==> src/lsvf_pkg.sv <==
package lsvf_pkg;

  localparam int FRAC_BITS = 16;

  localparam int COORD_W = 32;
  localparam int SIZE_W  = 13;
  localparam int W_W     = 29;
  localparam int D_W     = 48;
  localparam int OFF_W   = 64;

  localparam logic [SIZE_W-1:0] SIZE_RST = SIZE_W'(1024);

  // 19*size fits in SIZE_W+5 bits; coordinate sums need one extra bit
  localparam int MUL19_W = SIZE_W + 5;
  localparam int SUM_W   = COORD_W + 1;
  localparam int PROD_W  = MUL19_W + SUM_W;

  // dividend widths of the three quotient kinds
  localparam int NUM_WH = SIZE_W + FRAC_BITS + COORD_W;
  localparam int NUM_D  = MUL19_W + 2 * FRAC_BITS;
  localparam int NUM_O  = MUL19_W + FRAC_BITS + SUM_W;
  localparam int NUM_A  = (NUM_WH > NUM_D) ? NUM_WH : NUM_D;
  localparam int NUM_W  = (NUM_O > NUM_A) ? NUM_O : NUM_A;
  localparam int CNT_W  = $clog2(NUM_W + 1);

  // divisor up to 40 * range
  localparam int DEN_W = COORD_W + 6;

  localparam int QX_W = (NUM_W > OFF_W) ? NUM_W : OFF_W;

  localparam logic [W_W-1:0]   W_MAX   = '1;
  localparam logic [D_W-1:0]   D_MAX   = '1;
  localparam logic [OFF_W-1:0] I64_MAX = {1'b0, {(OFF_W-1){1'b1}}};

  localparam int Q_DEPTH = 2;
  localparam int Q_PTR_W = $clog2(Q_DEPTH);

  typedef struct packed {
    logic signed [COORD_W-1:0] start_x;
    logic signed [COORD_W-1:0] start_y;
    logic signed [COORD_W-1:0] end_x;
    logic signed [COORD_W-1:0] end_y;
    logic                      last_line;
  } in_word_t;

  typedef struct packed {
    logic [W_W-1:0]          image_width;
    logic [W_W-1:0]          image_height;
    logic [D_W-1:0]          scale;
    logic signed [OFF_W-1:0] offset_x;
    logic signed [OFF_W-1:0] offset_y;
    logic                    degenerate;
  } out_word_t;

  typedef struct packed {
    logic signed [COORD_W-1:0] min_x;
    logic signed [COORD_W-1:0] max_x;
    logic signed [COORD_W-1:0] min_y;
    logic signed [COORD_W-1:0] max_y;
    logic [SIZE_W-1:0]         size;
  } job_t;

  typedef struct packed {
    logic             start;
    logic [NUM_W-1:0] num;
    logic [DEN_W-1:0] den;
  } div_req_t;

  typedef struct packed {
    logic             done;
    logic [NUM_W-1:0] quot;
  } div_rsp_t;

  typedef enum logic [2:0] {
    B_IDLE,
    B_PREP,
    B_LOAD,
    B_DIV,
    B_OUT
  } back_state_t;

  typedef enum logic [2:0] {
    OP_W,
    OP_H,
    OP_D,
    OP_OX,
    OP_OY
  } op_t;

endpackage

==> src/lsvf_front.sv <==
module lsvf_front import lsvf_pkg::*; (
  input  logic              clk,
  input  logic              rst_n,
  input  logic              cfg_we,
  input  logic [SIZE_W-1:0] cfg_wdata,
  input  logic              in_valid,
  output logic              in_ready,
  input  in_word_t          in_data,
  input  logic              q_full,
  output logic              push,
  output job_t              push_job
);

  logic [SIZE_W-1:0]         size_r;
  logic                      started_r;
  logic signed [COORD_W-1:0] min_x_r, max_x_r, min_y_r, max_y_r;

  logic signed [COORD_W-1:0] sx, sy, ex, ey;
  logic signed [COORD_W-1:0] bmin_x, bmax_x, bmin_y, bmax_y;
  logic signed [COORD_W-1:0] tmin_x, tmax_x, tmin_y, tmax_y;
  logic signed [COORD_W-1:0] nmin_x, nmax_x, nmin_y, nmax_y;
  logic                      accept;

  always_comb begin
    sx = in_data.start_x;
    sy = in_data.start_y;
    ex = in_data.end_x;
    ey = in_data.end_y;
    // a fresh set starts its box at the first endpoint
    bmin_x = started_r ? min_x_r : sx;
    bmax_x = started_r ? max_x_r : sx;
    bmin_y = started_r ? min_y_r : sy;
    bmax_y = started_r ? max_y_r : sy;
    tmin_x = (sx < bmin_x) ? sx : bmin_x;
    tmax_x = (sx > bmax_x) ? sx : bmax_x;
    tmin_y = (sy < bmin_y) ? sy : bmin_y;
    tmax_y = (sy > bmax_y) ? sy : bmax_y;
    nmin_x = (ex < tmin_x) ? ex : tmin_x;
    nmax_x = (ex > tmax_x) ? ex : tmax_x;
    nmin_y = (ey < tmin_y) ? ey : tmin_y;
    nmax_y = (ey > tmax_y) ? ey : tmax_y;
  end

  assign in_ready = !q_full;
  assign accept   = in_valid && in_ready;
  assign push     = accept && in_data.last_line;

  always_comb begin
    push_job.min_x = nmin_x;
    push_job.max_x = nmax_x;
    push_job.min_y = nmin_y;
    push_job.max_y = nmax_y;
    push_job.size  = size_r;
  end

  always_ff @(posedge clk) begin
    if (!rst_n) begin
      size_r    <= SIZE_RST;
      started_r <= 1'b0;
    end else begin
      if (cfg_we) begin
        size_r <= cfg_wdata;
      end
      if (accept) begin
        started_r <= !in_data.last_line;
      end
    end
  end

  always_ff @(posedge clk) begin
    if (accept) begin
      min_x_r <= nmin_x;
      max_x_r <= nmax_x;
      min_y_r <= nmin_y;
      max_y_r <= nmax_y;
    end
  end

endmodule

==> src/lsvf_queue.sv <==
module lsvf_queue import lsvf_pkg::*; (
  input  logic clk,
  input  logic rst_n,
  input  logic push,
  input  job_t push_job,
  output logic full,
  output logic valid,
  output job_t head,
  input  logic pop
);

  job_t               ent_r [Q_DEPTH];
  logic [Q_PTR_W-1:0] wr_ptr_r, rd_ptr_r;
  logic [Q_PTR_W:0]   cnt_r;

  assign full  = (cnt_r == (Q_PTR_W+1)'(Q_DEPTH));
  assign valid = (cnt_r != '0);
  assign head  = ent_r[rd_ptr_r];

  always_ff @(posedge clk) begin
    if (!rst_n) begin
      wr_ptr_r <= '0;
      rd_ptr_r <= '0;
      cnt_r    <= '0;
    end else begin
      if (push) begin
        wr_ptr_r <= (wr_ptr_r == Q_PTR_W'(Q_DEPTH-1)) ? '0 : wr_ptr_r + 1'b1;
      end
      if (pop) begin
        rd_ptr_r <= (rd_ptr_r == Q_PTR_W'(Q_DEPTH-1)) ? '0 : rd_ptr_r + 1'b1;
      end
      if (push && !pop) begin
        cnt_r <= cnt_r + 1'b1;
      end else if (pop && !push) begin
        cnt_r <= cnt_r - 1'b1;
      end
    end
  end

  always_ff @(posedge clk) begin
    if (push) begin
      ent_r[wr_ptr_r] <= push_job;
    end
  end

endmodule

==> src/lsvf_div.sv <==
module lsvf_div import lsvf_pkg::*; (
  input  logic     clk,
  input  logic     rst_n,
  input  div_req_t req,
  output div_rsp_t rsp
);

  // restoring divider, one quotient bit per cycle; quotient shifts into num_r
  logic [NUM_W-1:0] num_r;
  logic [DEN_W-1:0] den_r;
  logic [DEN_W-1:0] rem_r;
  logic [CNT_W-1:0] cnt_r;
  logic             busy_r;
  logic             done_r;

  logic [DEN_W:0]   rem_sh;
  logic [DEN_W+1:0] diff;
  logic             ge;

  always_comb begin
    rem_sh = {rem_r, num_r[NUM_W-1]};
    diff   = {1'b0, rem_sh} - {2'b00, den_r};
    ge     = !diff[DEN_W+1];
  end

  assign rsp.done = done_r;
  assign rsp.quot = num_r;

  always_ff @(posedge clk) begin
    if (!rst_n) begin
      busy_r <= 1'b0;
      done_r <= 1'b0;
      cnt_r  <= '0;
    end else begin
      done_r <= 1'b0;
      if (req.start) begin
        busy_r <= 1'b1;
        cnt_r  <= CNT_W'(NUM_W);
      end else if (busy_r) begin
        cnt_r <= cnt_r - 1'b1;
        if (cnt_r == CNT_W'(1)) begin
          busy_r <= 1'b0;
          done_r <= 1'b1;
        end
      end
    end
  end

  always_ff @(posedge clk) begin
    if (req.start) begin
      num_r <= req.num;
      den_r <= req.den;
      rem_r <= '0;
    end else if (busy_r) begin
      rem_r <= ge ? diff[DEN_W-1:0] : rem_sh[DEN_W-1:0];
      num_r <= {num_r[NUM_W-2:0], ge};
    end
  end

endmodule

==> src/lsvf_back.sv <==
module lsvf_back import lsvf_pkg::*; (
  input  logic      clk,
  input  logic      rst_n,
  input  logic      q_valid,
  input  job_t      q_head,
  output logic      q_pop,
  output div_req_t  div_req,
  input  div_rsp_t  div_rsp,
  output logic      out_valid,
  input  logic      out_ready,
  output out_word_t out_data
);

  back_state_t state_r, state_nxt;
  op_t         op_r, op_nxt;

  logic [COORD_W-1:0]       xr_r, yr_r, m_r;
  logic signed [SUM_W-1:0]  sumx_r, sumy_r;
  logic [SUM_W-1:0]         absx_r, absy_r;
  logic                     negx_r, negy_r;
  logic [SIZE_W-1:0]        size_r;
  logic [MUL19_W-1:0]       size19_r;
  out_word_t                res_r;
  out_word_t                out_data_r;
  logic                     out_valid_r;

  logic [SUM_W-1:0]   dx, dy;
  logic [MUL19_W-1:0] sz19;
  logic [MUL19_W-1:0] mul_a;
  logic [SUM_W-1:0]   mul_b;
  logic [PROD_W-1:0]  prod;
  logic [NUM_W-1:0]   prod_x;
  logic [DEN_W-1:0]   m_x;
  logic [QX_W-1:0]    q_x;
  logic [W_W-1:0]     q_w;
  logic [D_W-1:0]     q_d;
  logic [OFF_W-1:0]   mag, half, off;
  logic               neg;
  logic               flat;
  out_word_t          res_init;
  logic               div_start;
  logic               out_load;

  always_comb begin
    dx   = {q_head.max_x[COORD_W-1], q_head.max_x} - {q_head.min_x[COORD_W-1], q_head.min_x};
    dy   = {q_head.max_y[COORD_W-1], q_head.max_y} - {q_head.min_y[COORD_W-1], q_head.min_y};
    sz19 = (MUL19_W'(q_head.size) << 4) + (MUL19_W'(q_head.size) << 1)
         + MUL19_W'(q_head.size);
    flat = (xr_r == '0) && (yr_r == '0);
    // result starts cleared, degenerate flag set for a zero box
    res_init            = '0;
    res_init.degenerate = flat;
  end

  // shared multiplier builds the dividend of the current quotient
  always_comb begin
    case (op_r)
      OP_W: begin
        mul_a = MUL19_W'(size_r);
        mul_b = SUM_W'(xr_r);
      end
      OP_H: begin
        mul_a = MUL19_W'(size_r);
        mul_b = SUM_W'(yr_r);
      end
      OP_D: begin
        mul_a = size19_r;
        mul_b = SUM_W'(1);
      end
      OP_OX: begin
        mul_a = size19_r;
        mul_b = absx_r;
      end
      OP_OY: begin
        mul_a = size19_r;
        mul_b = absy_r;
      end
      default: begin
        mul_a = '0;
        mul_b = '0;
      end
    endcase
    prod   = PROD_W'(mul_a) * PROD_W'(mul_b);
    prod_x = NUM_W'(prod);
    m_x    = DEN_W'(m_r);
    div_req.start = div_start;
    div_req.num = (op_r == OP_D) ? (prod_x << (2 * FRAC_BITS)) : (prod_x << FRAC_BITS);
    case (op_r)
      OP_W, OP_H: div_req.den = m_x;
      OP_D:       div_req.den = (m_x << 4) + (m_x << 2);
      default:    div_req.den = (m_x << 5) + (m_x << 3);
    endcase
  end

  // quotient post-processing: clamps and offset centering
  always_comb begin
    q_x  = QX_W'(div_rsp.quot);
    q_w  = (q_x > QX_W'(W_MAX)) ? W_MAX : q_x[W_W-1:0];
    q_d  = (q_x > QX_W'(D_MAX)) ? D_MAX : q_x[D_W-1:0];
    mag  = (q_x > QX_W'(I64_MAX)) ? I64_MAX : q_x[OFF_W-1:0];
    half = (op_r == OP_OX) ? OFF_W'(res_r.image_width >> 1)
                           : OFF_W'(res_r.image_height >> 1);
    neg  = (op_r == OP_OX) ? negx_r : negy_r;
    if (!neg) begin
      off = half - mag;
    end else if (mag > I64_MAX - half) begin
      off = I64_MAX;
    end else begin
      off = half + mag;
    end
  end

  assign out_load = (state_r == B_OUT) && (!out_valid_r || out_ready);

  always_comb begin
    state_nxt = state_r;
    op_nxt    = op_r;
    q_pop     = 1'b0;
    div_start = 1'b0;
    case (state_r)
      B_IDLE: begin
        if (q_valid) begin
          state_nxt = B_PREP;
        end
      end
      B_PREP: begin
        op_nxt    = OP_W;
        state_nxt = flat ? B_OUT : B_LOAD;
      end
      B_LOAD: begin
        div_start = 1'b1;
        state_nxt = B_DIV;
      end
      B_DIV: begin
        if (div_rsp.done) begin
          if (op_r == OP_OY) begin
            state_nxt = B_OUT;
          end else begin
            op_nxt    = op_t'(op_r + 3'd1);
            state_nxt = B_LOAD;
          end
        end
      end
      B_OUT: begin
        if (out_load) begin
          q_pop     = 1'b1;
          state_nxt = B_IDLE;
        end
      end
      default: begin
        state_nxt = B_IDLE;
      end
    endcase
  end

  always_ff @(posedge clk) begin
    if (!rst_n) begin
      state_r     <= B_IDLE;
      op_r        <= OP_W;
      out_valid_r <= 1'b0;
    end else begin
      state_r <= state_nxt;
      op_r    <= op_nxt;
      if (out_load) begin
        out_valid_r <= 1'b1;
      end else if (out_ready) begin
        out_valid_r <= 1'b0;
      end
    end
  end

  always_ff @(posedge clk) begin
    if (state_r == B_IDLE && q_valid) begin
      xr_r     <= dx[COORD_W-1:0];
      yr_r     <= dy[COORD_W-1:0];
      sumx_r   <= {q_head.min_x[COORD_W-1], q_head.min_x}
                + {q_head.max_x[COORD_W-1], q_head.max_x};
      sumy_r   <= {q_head.min_y[COORD_W-1], q_head.min_y}
                + {q_head.max_y[COORD_W-1], q_head.max_y};
      size_r   <= q_head.size;
      size19_r <= sz19;
    end
    if (state_r == B_PREP) begin
      m_r    <= (xr_r > yr_r) ? xr_r : yr_r;
      negx_r <= sumx_r[SUM_W-1];
      negy_r <= sumy_r[SUM_W-1];
      absx_r <= sumx_r[SUM_W-1] ? SUM_W'(-sumx_r) : SUM_W'(sumx_r);
      absy_r <= sumy_r[SUM_W-1] ? SUM_W'(-sumy_r) : SUM_W'(sumy_r);
      res_r  <= res_init;
    end
    if (state_r == B_DIV && div_rsp.done) begin
      case (op_r)
        OP_W:    res_r.image_width  <= q_w;
        OP_H:    res_r.image_height <= q_w;
        OP_D:    res_r.scale        <= q_d;
        OP_OX:   res_r.offset_x     <= off;
        OP_OY:   res_r.offset_y     <= off;
        default: res_r.degenerate   <= 1'b0;
      endcase
    end
    if (out_load) begin
      out_data_r <= res_r;
    end
  end

  assign out_valid = out_valid_r;
  assign out_data  = out_data_r;

endmodule

==> src/line_set_viewport_fit.sv <==
// Line-set viewport fit.
// Input words carry one 2D line segment (four signed Q16.16 endpoint
// coordinates) plus a last_line flag. The block keeps the bounding box of
// every endpoint of the current set; the word flagged last_line closes the
// set and, later, one output word fits the set into an image whose longer
// side is image_size pixels: width, height, scale 0.95*size/range, centering
// offsets, and a degenerate flag when the box has no extent.
// Both channels are valid/ready. image_size is written with cfg_we/cfg_wdata
// only while the block is idle, a rule on the user that the block itself does
// not enforce; reset loads 1024. The front takes one line word per cycle
// while its two-entry set queue has room. The back end works on each closed
// set, one set at a time, running five quotients in turn through one
// bit-serial divider; a degenerate set skips the divider.
// Reset clears the box, the queue and the output valid flag. A stalled
// receiver holds the output word; the back end then waits and the front keeps
// taking lines until the queue fills.
module line_set_viewport_fit import lsvf_pkg::*; (
  input  logic              clk,
  input  logic              rst_n,
  input  logic              cfg_we,
  input  logic [SIZE_W-1:0] cfg_wdata,
  input  logic              in_valid,
  output logic              in_ready,
  input  in_word_t          in_data,
  output logic              out_valid,
  input  logic              out_ready,
  output out_word_t         out_data
);

  // front -> queue
  logic     push;
  job_t     push_job;
  logic     q_full;
  // queue -> back
  logic     q_valid;
  logic     q_pop;
  job_t     q_head;
  // back <-> divider
  div_req_t div_req;
  div_rsp_t div_rsp;

  // box tracking and config register
  lsvf_front u_front (
    .clk       (clk),
    .rst_n     (rst_n),
    .cfg_we    (cfg_we),
    .cfg_wdata (cfg_wdata),
    .in_valid  (in_valid),
    .in_ready  (in_ready),
    .in_data   (in_data),
    .q_full    (q_full),
    .push      (push),
    .push_job  (push_job)
  );

  // closed sets waiting for the back end
  lsvf_queue u_queue (
    .clk      (clk),
    .rst_n    (rst_n),
    .push     (push),
    .push_job (push_job),
    .full     (q_full),
    .valid    (q_valid),
    .head     (q_head),
    .pop      (q_pop)
  );

  // fit sequencer and output register
  lsvf_back u_back (
    .clk       (clk),
    .rst_n     (rst_n),
    .q_valid   (q_valid),
    .q_head    (q_head),
    .q_pop     (q_pop),
    .div_req   (div_req),
    .div_rsp   (div_rsp),
    .out_valid (out_valid),
    .out_ready (out_ready),
    .out_data  (out_data)
  );

  // shared bit-serial divider
  lsvf_div u_div (
    .clk   (clk),
    .rst_n (rst_n),
    .req   (div_req),
    .rsp   (div_rsp)
  );

endmodule

==> config.mk <==
export PLATFORM = sky130hd
export DESIGN_NAME = line_set_viewport_fit
export DESIGN_NICKNAME = d
export VERILOG_FILES = /design/src/lsvf_pkg.sv /design/src/lsvf_front.sv /design/src/lsvf_queue.sv /design/src/lsvf_div.sv /design/src/lsvf_back.sv /design/src/line_set_viewport_fit.sv
export SDC_FILE = /design/constraint.sdc
export NUM_CORES = 2
export LEC_CHECK = 0
export BUFFER_PORTS_ARGS = -buffer_cell sky130_fd_sc_hd__buf_2
export CORE_MARGIN = 4
export CORE_UTILIZATION = 50
export CTS_CLUSTER_DIAMETER = 60
export CTS_CLUSTER_SIZE = 8
export DETAILED_ROUTE_END_ITERATION = 8
export GPL_TIMING_DRIVEN = 0
export PLACE_DENSITY_LB_ADDON = 0.12
export SLEW_MARGIN = 20
export SYNTH_ARGS = -nofsm -noshare
export SYNTH_HDL_FRONTEND = slang
export SYNTH_SLANG_ARGS = --single-unit
==> constraint.sdc <==
create_clock -name clk -period 23.6 [get_ports clk]
set_input_delay 3.54 -clock clk [delete_from_list [all_inputs] [get_ports clk]]
set_output_delay 3.54 -clock clk [all_outputs]
set_load 0.03 [all_outputs]
* After elaboration in Yosys (flattened, before gate mapping)
Memory sizes are Yosys's and may differ from the RTL's. A register that Yosys moved wholly into a read port is not among the register bits.
Cells that the tools add are included.
** Storage, ports and cells
- Flip-flop bits (word level) :: 1036
- Latch bits :: 0
- RAM bits :: 282
- ROM bits :: 0
- Bits of input ports :: 147
- Output and inout port bits :: 237
- Logic and storage cells :: 191
- Memories kept :: 1
** Operators by class
- $add $sub $neg :: 20
- Multipliers :: 1
- Div/mod/pow operators :: 0
- $lt $le $gt $ge :: 13
- Equal/unequal tests :: 14
- Shift-type cells :: 0
- Muxes and demuxes :: 65
- Bitwise logic cells :: 2
- Reductions and logical operators :: 31
** Memories
- u_queue.ent_r :: depth 2, bits a word 141, rd ports 1, clocked after Yosys merged registers in 1, write ports 1, line lsvf_queue.sv:12 : job_t ent_r [Q_DEPTH];
** Operators with widths (count)
- two-way mux 32 bit :: 15
- two-way mux 235 bit :: 2
- two-way mux 64 bit :: 5
- two-way mux 67 bit :: 3
- one-hot mux 33 bit (5 select lines) :: 1
- > comparator 32 bit :: 5
- less-than comparator 32 bit :: 4
- two-way mux 48 bit :: 2
- two-way mux 29 bit :: 3
- one-hot mux 38 bit (2 select lines) :: 1
- > comparator 67 x 29 -> 1 bit (second input constant) :: 1
- > comparator 67 x 48 -> 1 bit (second input constant) :: 1
- > comparator 67 x 63 -> 1 bit (second input constant) :: 1
- adder 32 x 32 -> 33 bit :: 2
- negation 33 bit :: 2
- adder 64 bit :: 1
- > comparator 64 bit :: 1
- logical NOT 32 bit :: 2
- subtractor 32 bit :: 2
- subtractor 63 x 64 -> 64 bit (first input constant) :: 1
- subtractor 64 bit :: 1
- multiplier 18 x 33 -> 51 bit :: 1
- subtractor 39 x 38 -> 40 bit :: 1
- adder 37 x 35 -> 38 bit :: 1
- 34 further kinds :: 87

* Logic depth before layout (Yosys ltp)
- Depth after elaboration :: 8
- Depth in mapped cells :: 36
- Depth with buffers taken out :: 30

* Cells and area by module
From an unflattened synthesis, not the netlist that was laid out.
** Unflattened totals
- Cells, all modules :: 9259
- Area, all modules :: 94121.5 um^2
** Modules (own cells, without submodules)
- lsvf_back :: times used 1, cells each 6541, area each 60566.8 um^2, sequential area each 19648.8 um^2
- lsvf_front :: times used 1, cells each 1473, area each 14468.9 um^2, sequential area each 4124.0 um^2
- lsvf_queue :: times used 1, cells each 461, area each 10765.3 um^2, sequential area each 8568.2 um^2
- lsvf_div :: times used 1, cells each 784, area each 8320.5 um^2, sequential area each 4093.9 um^2

* Worst setup path after synthesis
Ideal clock, no wire load.
- Kind :: input -> register
- Start point :: input in_valid
- End point :: memory u_queue.ent_r[0][0] (netlist name), enable pin
- Setup time :: 644 ps
- Arrival time :: 13033 ps
- Data required time :: 22956 ps
- Setup slack :: 9923 ps
- Stages :: 3
- Path buffers :: 0
- Cells stage by stage :: and2_1 nand2_1 nor2_1
** On the way
- Longest elaborated chain between the ends :: 4
** RTL lines
- from (decl) :: line line_set_viewport_fit.sv:22 : input logic in_valid,
- logical AND 1 bit :: line lsvf_front.sv:45 : assign accept = in_valid && in_ready;
- logical AND 1 bit :: line lsvf_front.sv:46 : assign push = accept && in_data.last_line;
- two-way mux 1 bit :: line lsvf_queue.sv:41 : if (push) begin
- two-way mux 1 bit (not written as such) :: line lsvf_queue.sv:42 : ent_r[wr_ptr_r] <= push_job;
- to (decl) :: line lsvf_queue.sv:12
Every way passes these cells.

* Worst setup path after layout
- Start point :: register u_back.op_r[1]
- End point :: register u_div.num_r[63] (data pin)
** On the way
- Longest elaborated chain between the ends :: 6
- Elaborated cells between the ends (all ways) :: 12
- Classes of those cells :: mul (1); eq/ne (4); mux (4); reduce/logical (3)
** RTL lines
- from (decl) :: line lsvf_back.sv:15 : op_t op_r, op_nxt;
- from (signal assigned) :: line lsvf_back.sv:163 : op_r <= op_nxt;
- == test 3 bit (tied with other cells) :: line lsvf_back.sv:57 : case (op_r)
- OR reduction 3 bit (no source line) or OR reduction 2 bit (tied branches)
- one-hot mux 18 bit (2 select lines) :: line lsvf_back.sv:57
- multiplier 18 x 33 -> 51 bit :: line lsvf_back.sv:83 : prod = PROD_W'(mul_a) * PROD_W'(mul_b);
- two-way mux 67 bit * :: line lsvf_back.sv:87 : div_req.num = (op_r == OP_D) ? (prod_x << (2 * FRAC_BITS)) : (prod_x << FRAC_BITS);
- two-way mux 67 bit * :: line lsvf_div.sv:50 : if (req.start) begin
- to (signal assigned) :: line lsvf_div.sv:51 : num_r <= req.num;
- to (signal assigned) :: line lsvf_div.sv:56 : num_r <= {num_r[NUM_W-2:0], ge};
- to (decl) :: line lsvf_div.sv:9 : logic [NUM_W-1:0] num_r;
Every way passes the cells marked *; elsewhere a longest branch is shown, timed or not.
A chain may end at the register's enable or synchronous reset.

==> results_dict.tcl <==
set metrics [dict create \
    ant_nets 0 \
    setup_tns_ns 0 \
    fp.dieH_um 439 \
    clkSinkCount 1316 \
    rsz0062_at_grt "false" \
    final-max-slew-violation-count 0 \
    finalHoldViolCount 0 \
    cts.clk_slew.worst_paths_ns 0.06 \
    yosysWarningCount 0 \
    max_freq_ghz 0.0846 \
    post-route-drc-count 0 \
    syn_avg_cell_area_um2 9.95 \
    synth_top_area_share_pct 32.6 \
    dieArea_mm2 0.193 \
    syn-cell-area_mm2 0.0929 \
    htreeDepth 4 \
    dp_hpwl_um 266000 \
    synth_top_cell_by_area "edfxtp_1" \
    cts_tree "done" \
    drt-initial-drc-count 6298 \
    vias 74349 \
    synth_nets 10688 \
    antenna_found_initial 3 \
    tightest_slew_ns 1.24 \
    ys_ff_latch 1316 \
    ys_top_cells_by_area "edfxtp_1 (33%), fa_1 (11%), ha_1 (9.3%), dfxtp_1 (6.6%), inv_1 (4.0%)" \
    hold-worst-slack_ns 0.389 \
    worst_ep_required_time_ns 24.25 \
    ys_types 113 \
    clockBufferDepth 3 \
    routedWlPerCell_um 26.2 \
    leakage_nw 45.2 \
    cap_violations 0 \
    crit_slowest_cell "clkbuf_1" \
    min-delay-start "u_back.res_r[96]$_DFF_P_" \
    synth_fa_ha_area_share_pct 20.3 \
    synth-compound-area-share_pct 13.7 \
    clock_skew_ns 0.0810 \
    critPathMaxStageDelay_ns 0.84 \
    synth_xor_area_share_pct 2.86 \
    fin_crit_ns 11.82 \
    rows 157 \
    routed_via_density 5.92 \
    crit_path_start "u_back.op_r[1]$_SDFFE_PN0P_" \
    grt-ovfl-total 0 \
    clkLatencyLatePin_ns 0.87 \
    worstSetupPathType "reg -> reg" \
    synth-edff-count 1008 \
    status "finished, final reports clean" \
    finalSetupViolCount 0 \
    nets 11303 \
    port_buffers 382 \
    drt-pass1-iter-count 6 \
    synth-simple-area-share_pct 12.9 \
    cts-root-buf "clkbuf_16" \
    die_w_um 439 \
    grt_pass1_vias 73856 \
    coreArea_mm2 0.184 \
    postSynthCellCount 9339 \
    post_cts_buffers 0 \
    nFillCells 16237 \
    ir_drop_mv 0.601 \
    place.gp.congestion 1.05 \
    synth.area.mux_share_pct 5.06 \
    cts_buffers 196 \
    drt-total-wl_um 329000 \
    grt_max_degree 97 \
    drive_gt1_share_pct 10.3 \
    async_reset_ff_share_pct 0 \
    start_util_pct 50.5 \
    cpMostUsedCell "fa_1" \
    critical_path_arrival_ns 12.47 \
    hold_path_class "reg -> reg" \
    ctsResizeCount 0 \
    ioPinCount 384 \
    path_max_fanout 10 \
    crit_family "adder cells" \
    grt_pass1_wl_um 482000 \
    seq_area_frac_synth_pct 39.2 \
    cp-start-kind "flop" \
    r2r-start "u_back.op_r[1]$_SDFFE_PN0P_" \
    syn_to_final_growth_pct 12.7 \
    synth_flop_cell "edfxtp_1" \
    cp-end-kind "flop" \
    grt_usage_pct 33.6 \
    synth_top_family_by_area "adder cells" \
    final.period_utilization_pct 50.1 \
    powerDensity_mw_per_mm2 166 \
    cp_num_buf_inv 9 \
    slew_headroom_pct 17.6 \
    cts_hold_buf 0 \
]
cells in the final DEF (no fill, tap or decap), drive strengths merged, types with 237 or more instances in the layout:
cell / Yosys / layout
a21oi: 613 / 613
mux2: 244 / 244
inv: 994 / 997
nand2: 811 / 811
fa: 514 / 514
xnor2: 237 / 237
ha: 688 / 688
o21ai: 566 / 566
clkbuf: 401 / 706
dfxtp: 308 / 308
edfxtp: 1008 / 1008
nand3: 301 / 301
buf: 64 / 481
nor2: 773 / 773
final cells by class:
type	instances	area (um^2)	share of cell area, %
inverter	995	3750	3.58
buffer	465	1840	1.76
tap	2464	3080	2.94
clock inverter	38	634	0.606
antenna	2	5.00	0.00478
timing repair buffer	417	2570	2.45
multi-input combinational	6563	51000	48.7
clock buffer	305	5350	5.11
sequential	1316	36400	34.8
cell usage after synthesis, drive strengths merged, types with 73 or more instances:
cell type,n
and3,73
mux2i,195
nor3,100
nor2b,85
inv,994
clkbuf,401
nand3,301
nand4,97
fa,514
dfxtp,308
ha,688
nand2b,94
mux2,244
xnor2,237
edfxtp,1008
nand2,811
nor2,773
a21oi,613
a21o,164
o21ai,566
cells by family (layout without fill, tap and decap cells):
family          after synthesis  after routing
compound gates             2024           2024
xor+xnor                    303            303
fa+ha+maj                  1202           1202
buf+inv                    1460           2220
flops                      1316           1316
mux                         439            439
other cells                   0              2
simple gates               2595           2595
layer usage:
metal  share of wire [%]  GRT usage (%)  routed length, um  up-vias
met1                  39           41.1             130000    36545
met3                 6.3           5.19              20600      808
met2                  48           57.1             157000     3017
met4                 6.4           18.3              21100        2
met5              0.0055              0                 18        -
li1                    -              -                  -    33977
path summary, 6_finish.rpt:
kind                              endpoint  slack [ns]  depth (start not counted)
min reg2reg  u_back.out_data[96]$_DFFE_PP_        0.39                          0
max              u_div.num_r[63]$_DFFE_PP_       11.78                         31
max reg2reg      u_div.num_r[63]$_DFFE_PP_       11.78                         31
min          u_back.out_data[96]$_DFFE_PP_        0.39                          0
sequential cells by signal, summed over array words and instances (netlist names), 7 cells and up, named ones only:
register,cells
u_back.absx_r,33
u_back.absy_r,33
u_back.m_r,32
u_back.out_data,235
u_back.res_r,235
u_back.size19_r,18
u_back.size_r,12
u_back.sumx_r,33
u_back.sumy_r,32
u_back.xr_r,31
u_back.yr_r,32
u_div.cnt_r,7
u_div.den_r,38
u_div.num_r,67
u_div.rem_r,38
u_front.max_x_r,32
u_front.max_y_r,32
u_front.min_x_r,32
u_front.min_y_r,32
u_front.size_r,13
u_queue.ent_r,282
metrics by stage:
step	cells	utilization [%]	worst slack (ns)	cell area [um^2]	total power, mW
floorplan	9339	-	9.92	92900	10.2
global route	12563	56.9	11.44	105000	18.3
finish	12565	56.9	11.78	105000	17.3
CTS	12562	56.9	11.92	105000	17.1
detailed placement	12219	53.7	11.98	98700	14.3
global placement	12185	53.3	3.95	97900	14.2
where the power goes:
group          internal [mW]  switching (mW)
Combinational           3.86            7.64
Sequential              2.92           0.243
Clock                   1.60            1.06
(Power assumes the default switching activity.)
